File: src/pvs_pkg.sv
// types and constants shared by the purge valve sequencer
`timescale 1ns / 1ps
package pvs_pkg;

  localparam int unsigned CountW = 16;

  localparam logic [CountW-1:0] PurgeLengthReset = 16'd1000;
  localparam logic [CountW-1:0] PurgePeriodReset = 16'd15000;

  typedef enum logic {
    REG_PURGE_LENGTH = 1'b0,
    REG_PURGE_PERIOD = 1'b1
  } cfg_reg_e;

  typedef struct packed {
    logic [CountW-1:0] purge_length_ms;
    logic [CountW-1:0] purge_period_ms;
  } cfg_t;

  typedef struct packed {
    logic supply_valve;
    logic purge_valve;
    logic run_led;
  } result_t;

endpackage

File: src/pvs_in_if.sv
// input channel carrying one tick item
`timescale 1ns / 1ps
interface pvs_in_if;
  logic valid;
  logic ready;
  logic active;

  modport source (output valid, output active, input ready);
  modport sink (input valid, input active, output ready);
endinterface

File: src/pvs_out_if.sv
// output channel carrying one valve result item
`timescale 1ns / 1ps
interface pvs_out_if;
  logic valid;
  logic ready;
  logic supply_valve;
  logic purge_valve;
  logic run_led;

  modport source (output valid, output supply_valve, output purge_valve, output run_led,
                  input ready);
  modport sink (input valid, input supply_valve, input purge_valve, input run_led,
                output ready);
endinterface

File: src/pvs_core.sv
// sequence state registers and per-tick valve logic
`timescale 1ns / 1ps
module pvs_core (
  input  logic            clk_i,
  input  logic            rst_ni,
  input  logic            adv_i,
  input  logic            active_i,
  input  pvs_pkg::cfg_t    cfg_i,
  output pvs_pkg::result_t result_o
);
  import pvs_pkg::*;

  localparam logic [1:0] PhStandby = 2'd0;
  localparam logic [1:0] PhStartup = 2'd1;
  localparam logic [1:0] PhRunning = 2'd2;

  logic [1:0]        phase_q, phase_d;
  logic [CountW-1:0] pulse_q, pulse_d;
  logic [CountW-1:0] period_q, period_d;

  always_comb begin
    logic [1:0]        ph;
    logic [CountW-1:0] pulse;
    logic [CountW-1:0] per;
    result_o = '0;
    ph       = phase_q;
    pulse    = pulse_q;
    per      = period_q;
    if (!active_i) begin
      ph    = PhStandby;
      pulse = '0;
      per   = '0;
    end else begin
      result_o.supply_valve = 1'b1;
      if (ph != PhStartup && ph != PhRunning) begin
        ph    = PhStartup;
        pulse = cfg_i.purge_length_ms;
        per   = '0;
      end
      if (ph == PhStartup) begin
        if (pulse != '0) begin
          result_o.purge_valve = 1'b1;
          pulse = pulse - 1'b1;
        end else begin
          ph = PhRunning;
          per = '0;
          result_o.run_led = 1'b1;
        end
      end else begin
        per = per + 1'b1;
        if (per >= cfg_i.purge_period_ms) begin
          per   = '0;
          pulse = cfg_i.purge_length_ms;
        end
        if (pulse != '0) begin
          result_o.purge_valve = 1'b1;
          pulse = pulse - 1'b1;
        end
        result_o.run_led = 1'b1;
      end
    end
    phase_d  = ph;
    pulse_d  = pulse;
    period_d = per;
  end

  always_ff @(posedge clk_i or negedge rst_ni) begin
    if (!rst_ni) begin
      phase_q  <= PhStandby;
      pulse_q  <= '0;
      period_q <= '0;
    end else if (adv_i) begin
      phase_q  <= phase_d;
      pulse_q  <= pulse_d;
      period_q <= period_d;
    end
  end

endmodule

File: src/pvs_out_reg.sv
// result register driving the output channel
`timescale 1ns / 1ps
module pvs_out_reg (
  input  logic             clk_i,
  input  logic             rst_ni,
  input  logic             load_i,
  input  pvs_pkg::result_t result_i,
  output logic             free_o,
  pvs_out_if.source        out_o
);
  import pvs_pkg::*;

  logic    vld_q, vld_d;
  result_t res_q;

  assign free_o = !vld_q || out_o.ready;
  assign vld_d  = load_i || (vld_q && !out_o.ready);

  always_ff @(posedge clk_i or negedge rst_ni) begin
    if (!rst_ni) begin
      vld_q <= 1'b0;
    end else begin
      vld_q <= vld_d;
    end
  end

  always_ff @(posedge clk_i) begin
    if (load_i) begin
      res_q <= result_i;
    end
  end

  assign out_o.valid        = vld_q;
  assign out_o.supply_valve = res_q.supply_valve;
  assign out_o.purge_valve  = res_q.purge_valve;
  assign out_o.run_led      = res_q.run_led;

endmodule

File: src/purge_valve_sequencer_unit.sv
// top level of the purge valve sequencer
//
//   channel  dir  handshake     payload
//   in_i     in   valid/ready   active
//   out_o    out  valid/ready   supply_valve, purge_valve, run_led
//   cfg      in   cfg_we_i      cfg_idx_i, cfg_data_i
//
// one item per cycle sustained while the output is not stalled; from input to result
// an item passes the input register, then the result register after the state update
// reset returns to standby and loads the default length and period
// a stalled output holds the result and the input register; one item waits in each
`timescale 1ns / 1ps
module purge_valve_sequencer_unit (
  input  logic                         clk_i,
  input  logic                         rst_ni,
  input  logic                         cfg_we_i,
  input  logic                         cfg_idx_i,
  input  logic [pvs_pkg::CountW-1:0]   cfg_data_i,
  pvs_in_if.sink                       in_i,
  pvs_out_if.source                    out_o
);
  import pvs_pkg::*;

  cfg_t    cfg_q;
  logic    in_vld_q;
  logic    active_q;
  logic    free;
  logic    adv;
  result_t result;

  assign adv        = in_vld_q && free;
  assign in_i.ready = !in_vld_q || free;

  always_ff @(posedge clk_i or negedge rst_ni) begin
    if (!rst_ni) begin
      cfg_q.purge_length_ms <= PurgeLengthReset;
      cfg_q.purge_period_ms <= PurgePeriodReset;
    end else if (cfg_we_i) begin
      case (cfg_reg_e'(cfg_idx_i))
        REG_PURGE_LENGTH: cfg_q.purge_length_ms <= cfg_data_i;
        REG_PURGE_PERIOD: cfg_q.purge_period_ms <= cfg_data_i;
        default: ;
      endcase
    end
  end

  always_ff @(posedge clk_i or negedge rst_ni) begin
    if (!rst_ni) begin
      in_vld_q <= 1'b0;
    end else if (in_i.ready) begin
      in_vld_q <= in_i.valid;
    end
  end

  always_ff @(posedge clk_i) begin
    if (in_i.ready && in_i.valid) begin
      active_q <= in_i.active;
    end
  end

  pvs_core u_core (
    .clk_i    (clk_i),
    .rst_ni   (rst_ni),
    .adv_i    (adv),
    .active_i (active_q),
    .cfg_i    (cfg_q),
    .result_o (result)
  );

  pvs_out_reg u_out (
    .clk_i    (clk_i),
    .rst_ni   (rst_ni),
    .load_i   (adv),
    .result_i (result),
    .free_o   (free),
    .out_o    (out_o)
  );

endmodule
File: src/flat_wrapper.sv
// flat-port wrapper written by rule: the top's interface ports become plain ports
module purge_valve_sequencer_unit_flat import pvs_pkg::*;
  (clk_i, rst_ni, cfg_we_i, cfg_idx_i, cfg_data_i, in_i_valid, in_i_active, in_i_ready, out_o_valid, out_o_supply_valve, out_o_purge_valve, out_o_run_led, out_o_ready);
  pvs_in_if in_i_i ();
  pvs_out_if out_o_i ();
  input  logic clk_i;
  input  logic rst_ni;
  input  logic cfg_we_i;
  input  logic cfg_idx_i;
  input  logic [pvs_pkg::CountW-1:0] cfg_data_i;
  input wire logic [$bits(in_i_i.valid)-1:0] in_i_valid;
  input wire logic [$bits(in_i_i.active)-1:0] in_i_active;
  output wire logic [$bits(in_i_i.ready)-1:0] in_i_ready;
  output wire logic [$bits(out_o_i.valid)-1:0] out_o_valid;
  output wire logic [$bits(out_o_i.supply_valve)-1:0] out_o_supply_valve;
  output wire logic [$bits(out_o_i.purge_valve)-1:0] out_o_purge_valve;
  output wire logic [$bits(out_o_i.run_led)-1:0] out_o_run_led;
  input wire logic [$bits(out_o_i.ready)-1:0] out_o_ready;
  assign in_i_i.valid = in_i_valid;
  assign in_i_i.active = in_i_active;
  assign in_i_ready = in_i_i.ready;
  assign out_o_valid = out_o_i.valid;
  assign out_o_supply_valve = out_o_i.supply_valve;
  assign out_o_purge_valve = out_o_i.purge_valve;
  assign out_o_run_led = out_o_i.run_led;
  assign out_o_i.ready = out_o_ready;
  purge_valve_sequencer_unit u_core (.clk_i(clk_i), .rst_ni(rst_ni), .cfg_we_i(cfg_we_i), .cfg_idx_i(cfg_idx_i), .cfg_data_i(cfg_data_i), .in_i(in_i_i), .out_o(out_o_i));
endmodule
File: config.mk
export PLATFORM = sky130hd
export DESIGN_NAME = purge_valve_sequencer_unit_flat
export DESIGN_NICKNAME = d
export VERILOG_FILES = /design/src/pvs_pkg.sv /design/src/pvs_in_if.sv /design/src/pvs_out_if.sv /design/src/pvs_core.sv /design/src/pvs_out_reg.sv /design/src/purge_valve_sequencer_unit.sv /design/src/flat_wrapper.sv
export SDC_FILE = /design/constraint.sdc
export NUM_CORES = 1
export LEC_CHECK = 0
export CAP_MARGIN = 20
export CORE_ASPECT_RATIO = 0.6
export CORE_MARGIN = 1.5
export CORE_UTILIZATION = 37
export DETAILED_ROUTE_END_ITERATION = 7
export DONT_BUFFER_PORTS = 1
export PLACE_DENSITY = 0.49
export SYNTH_ARGS = -nofsm -noshare
export SYNTH_HDL_FRONTEND = slang
export SYNTH_SLANG_ARGS = --single-unit
export TNS_END_PERCENT = 5
File: constraint.sdc
create_clock -name clk_i -period 17.85 [get_ports clk_i]
set_input_delay 4.4625 -clock clk_i [delete_from_list [all_inputs] [get_ports clk_i]]
set_output_delay 4.4625 -clock clk_i [all_outputs]
set_load 0.01 [all_outputs]
==> results.md <==
Setup path:
- The maximum fanout count along the critical path is 3.
- The endpoint identified for the worst register-to-register timing path is u_core.u_core.pulse_q[9]$_DFFE_PN0P_.
- The signal on the critical path passes through nand3b_1.
- The flop-to-flop setup slack is 10.16 ns.
- The slowest stage cell on the critical path is sky130_fd_sc_hd__nand3b_1.
- STA classifies the critical path startpoint as a primary input.
- In this run the critical register-to-register path is launched from u_core.u_core.phase_q[0]$_DFFE_PN0P_.
- The delay of the slowest cell on the worst path is 0.22 ns.
- The arrival time of data at the critical path endpoint is 4.68 ns.
- The cell type group with the largest total delay on the critical path is simple AND/OR/NAND/NOR gates.
- The required time of the critical path is 13.39 ns.
- The buffering stage count on the worst path with inverters included is 0.
- STA classifies the critical path endpoint as an output port.
- The critical setup path kind is primary input to output port.
- The worst register-to-register path has a depth of 25.

Clocking:
- For this design, the CTS-stage hold fixing added 0 buffers.
- The maximum root-to-sink buffer count is 2.
- Counting the buffers created by CTS gives 9.
- The H-tree was split into 3 levels.
- Once the clock tree was built, the setup fixing pass inserted 0 buffers.
- The clock-pin slew on the worst setup and hold paths is 0.07 ns.
- The clock tree from TritonCTS is built.
- Once the clock tree was built, the resizer swapped 0 gates to a different size.
- Clock tree synthesis selected as its root buffer the cell sky130_fd_sc_hd__clkbuf_16.
- The later-pin clock latency in the skew report is 0.35 ns.
- The clock net sink count is 72.

Synthesis:
- The main flop type after synthesis is sky130_fd_sc_hd__dfrtp_1.
- The gate count after technology mapping is 575.
- For this run, the register share of the synthesized area comes to 0.355.
- The count of flip-flops with a built-in enable after synthesis is 4.
- Of all flip-flops after synthesis, the portion carrying an async set or reset was 0.944.
- The share of synthesized area in the top cell type comes to 0.266.
- The cell type with the highest aggregate area in the netlist is sky130_fd_sc_hd__dfrtp_1.
- The mean cell area of the mapped netlist is 8.99 sq um.
- The netlist area before placement is 5170 sq um.
- The synthesis-stage register bit count is 72.
- After synthesis, the cell types taking the most area are sky130_fd_sc_hd__dfrtp_1 (27%), sky130_fd_sc_hd__mux2_2 (7.4%), sky130_fd_sc_hd__dfstp_2 (6.6%).
- For this run, the number of Yosys warnings is 0.
- The number of nets handed over by synthesis was 620.
- After synthesis, the netlist uses 66 different library cells.

Hold path:
- In this run the worst hold path is classified as flop to flop.
- The path with the worst hold slack has its endpoint at u_core.u_core.pulse_q[1]$_DFFE_PN0P_.
- Counting instances, the worst hold path has a depth of 2.
- The worst hold path begins at u_core.u_core.pulse_q[1]$_DFFE_PN0P_.

Pwr:
- IR analysis of the VDD net gives a maximum drop of 0.0447 mV.
- Dividing total power by cell area gives a power density of 104 nW/um^2.
- The cell leakage power is 2.31 nW.

Outcome:
- The flow ran to the end, and the final reports show no timing, DRC or antenna violations.

GRT:
- The number of antenna violations at the first check in global routing is 0.
- In the global route stage, met1 resource usage came out at 0.369.
- For this run, global-route usage on met2 was measured as 0.301.
- The maximum number of pins on one net before global-route repair is 69.
- The residual overflow from global routing is 0.
- The number of global-route vias before repair is 4,313.
- The layer with the highest usage after global routing is met1.
- For this run, the total global-route usage over all layers was measured as 0.233.
- The first global-routing pass estimated 25,500 um of wire.
- For met3 alone, demand over resource in global routing was 0.0647.

Cells and area:
- Leaving out fill and tap cells, the most frequent cell in the layout is sky130_fd_sc_hd__dfrtp_1.
- Once layout is complete, the cells apart from fillers number 762.
- The post-synthesis to final-layout area growth is 9.22%.
- Counting the fill cells in the layout gives 1,354.
- Of the cells placed in the final design, the portion with a size suffix greater than 1 is 0.133.
- Summing all multi-input logic gate instances after layout gives 3120 sq um.
- The final net count is 610.
- The number of antenna diodes in the final layout is 0.
- The sequential cells in the finished layout cover a total of 1840 sq um.
- Leaving out fill and tap cells, the most frequent cells in the layout are sky130_fd_sc_hd__dfrtp_1 (55), sky130_fd_sc_hd__nor2_1 (53), sky130_fd_sc_hd__nand2_1 (46).

Route:
- The number of routed nets with antenna violations is 0.
- In this run, the number of DRC markers left after iteration 0 of detailed routing was 509.
- For this run, design rule violations remaining after detail routing come to 0.
- The routed layout has 4,500 vias.
- Summed over all layers, the routed wires come to 16,100 um.
- In the final routed layout, each cell accounts on average for 21.1 um.
- Using the TritonRoute via totals, the vias-per-cell ratio works out to 5.91.
- The pre-antenna-repair detailed-routing pass consisted of 5 iterations.

Floorplanning:
- The total area inside the core boundary comes to 13,700 sq um.
- The cell row count is 33.
- The die extent in y is 94.6 um.
- The effective utilization at floorplan is 0.378.
- The die boundary width is 156 um.
- The number of top-level pins is 28.
- The floorplan die area is 14,700 sq um.

Place:
- The sum of net half-perimeters after detailed placement is 11,700 um.
- At the end of routability-driven placement, the weighted congestion stood at 0.915.
- The number of input and output port buffers inserted is 0.
- The total placed cells including tap cells is 745.

Timing:
- The setup-violating endpoint count in the final report is 0.
- Of the available clock period, the critical path in the final layout requires 0.512.
- The transition time at the pin with the least slew margin is 1.08 ns.
- The number of hold violations in the final report is 0.
- Headroom to the max-slew limit came out at 0.256.
- The highest achievable clock rate is 0.109 GHz.
- The clock skew after layout is 0.0111 ns.
- The number of max-slew violations in the final report is 0.
- The final critical path time including I/O delays and setup is 9.14 ns.
- Setup repair after global routing left no endpoint under its margin.
- Adding up every negative setup slack in the final design gives 0 ns.

Run:
- The max capacitance violation total is 0.
==> synth_stat cells (all sizes together) (9+ instances only) <==
| master | instances |
|---|---|
| buf | 9 |
| ha | 22 |
| xnor2 | 15 |
| dfrtp | 55 |
| xor2 | 17 |
| inv | 27 |
| dfstp | 13 |
| clkbuf | 17 |
| a22oi | 15 |
| nor4 | 11 |
| nand2 | 46 |
| nor3 | 19 |
| nor2 | 53 |
| mux2 | 34 |
| a21oi | 12 |
| o21ai | 43 |
| nand3 | 16 |
| mux2i | 22 |
==> layer usage <==
metal,vias up,wire (um)
li1,2110,-
met1,2165,8410
met2,203,5870
met3,22,1560
met4,0,237
met5,-,0
==> cells by family (layout without fill, tap and decap cells) <==
| kind of cell | after synthesis | in the layout | share of synthesized area |
|---|---|---|---|
| AOI/OAI and AO/OA | 135 | 135 | 0.180 |
| xor gates and xnor gates | 32 | 32 | 0.0542 |
| adders and majority gates | 22 | 22 | 0.0532 |
| buffers and inverters | 53 | 48 | 0.0409 |
| DFF | 72 | 72 | 0.355 |
| muxes | 56 | 56 | 0.117 |
| and+or+nand+nor | 205 | 205 | 0.200 |
==> tightest hold or removal path, stage by stage (launching register included) <==
cell and delay, ns:
sky130_fd_sc_hd__dfrtp_1 0.34, sky130_fd_sc_hd__nand2_1 0.05, sky130_fd_sc_hd__o21ai_0 0.06
==> worst max path at each step <==
| stage | endpoint | slack (ns) | start | cells past startpoint |
|---|---|---|---|---|
| floorplan | in_i_ready | 8.72 | out_o_ready | 1 |
| global placement | in_i_ready | 8.70 | out_o_ready | 1 |
| detailed placement | in_i_ready | 8.71 | out_o_ready | 1 |
| CTS | in_i_ready | 8.70 | out_o_ready | 1 |
| global route | in_i_ready | 8.68 | out_o_ready | 1 |
| finish | in_i_ready | 8.71 | out_o_ready | 1 |
==> stage by stage <==
| stage | hold WS [ns] | setup slack, ns | area [sq um] | util | total power (W) |
|---|---|---|---|---|---|
| detailed placement | 0.480 | 8.71 | 5330 | 0.390 | 0.000392 |
| CTS | 0.497 | 8.70 | 5640 | 0.413 | 0.000585 |
| global placement | 0.473 | 8.70 | 5330 | 0.390 | 0.000389 |
| finish | 0.489 | 8.71 | 5650 | 0.413 | 0.000586 |
| global route | 0.511 | 8.68 | 5650 | 0.413 | 0.000618 |
| floorplan | 0.449 | 8.72 | 5170 | - | 0.000344 |
==> flip-flops by register name (all words and copies together), names as in the netlist <==
register                         flops
u_core.cfg_q                        32
u_core.u_core.period_q              16
u_core.u_core.pulse_q               16
u_core.u_core.phase_q                2
u_core.active_q                      1
u_core.in_vld_q                      1
u_core.u_out.out_o.purge_valve       1
u_core.u_out.out_o.run_led           1
u_core.u_out.out_o.supply_valve      1
u_core.u_out.out_o.valid             1
==> final cells by class <==
class / instances / share of cell area
multi-input cells: 450 / 0.553
flip-flops and latches: 72 / 0.325
clock buffers: 11 / 0.0467
well taps: 192 / 0.0425
inverters: 27 / 0.0179
clock inverters: 5 / 0.00798
repair buffers: 5 / 0.00620
==> power by group <==
group          switching, W  internal, W  leakage [nW]  total, W
Combinational      0.000106    0.0000696          1.28  0.000175
Sequential        0.0000306     0.000190         0.883  0.000220
Clock             0.0000817     0.000109         0.150  0.000190
Total              0.000218     0.000368          2.31  0.000586
No activity file was read; power rests on OpenSTA's default activity.
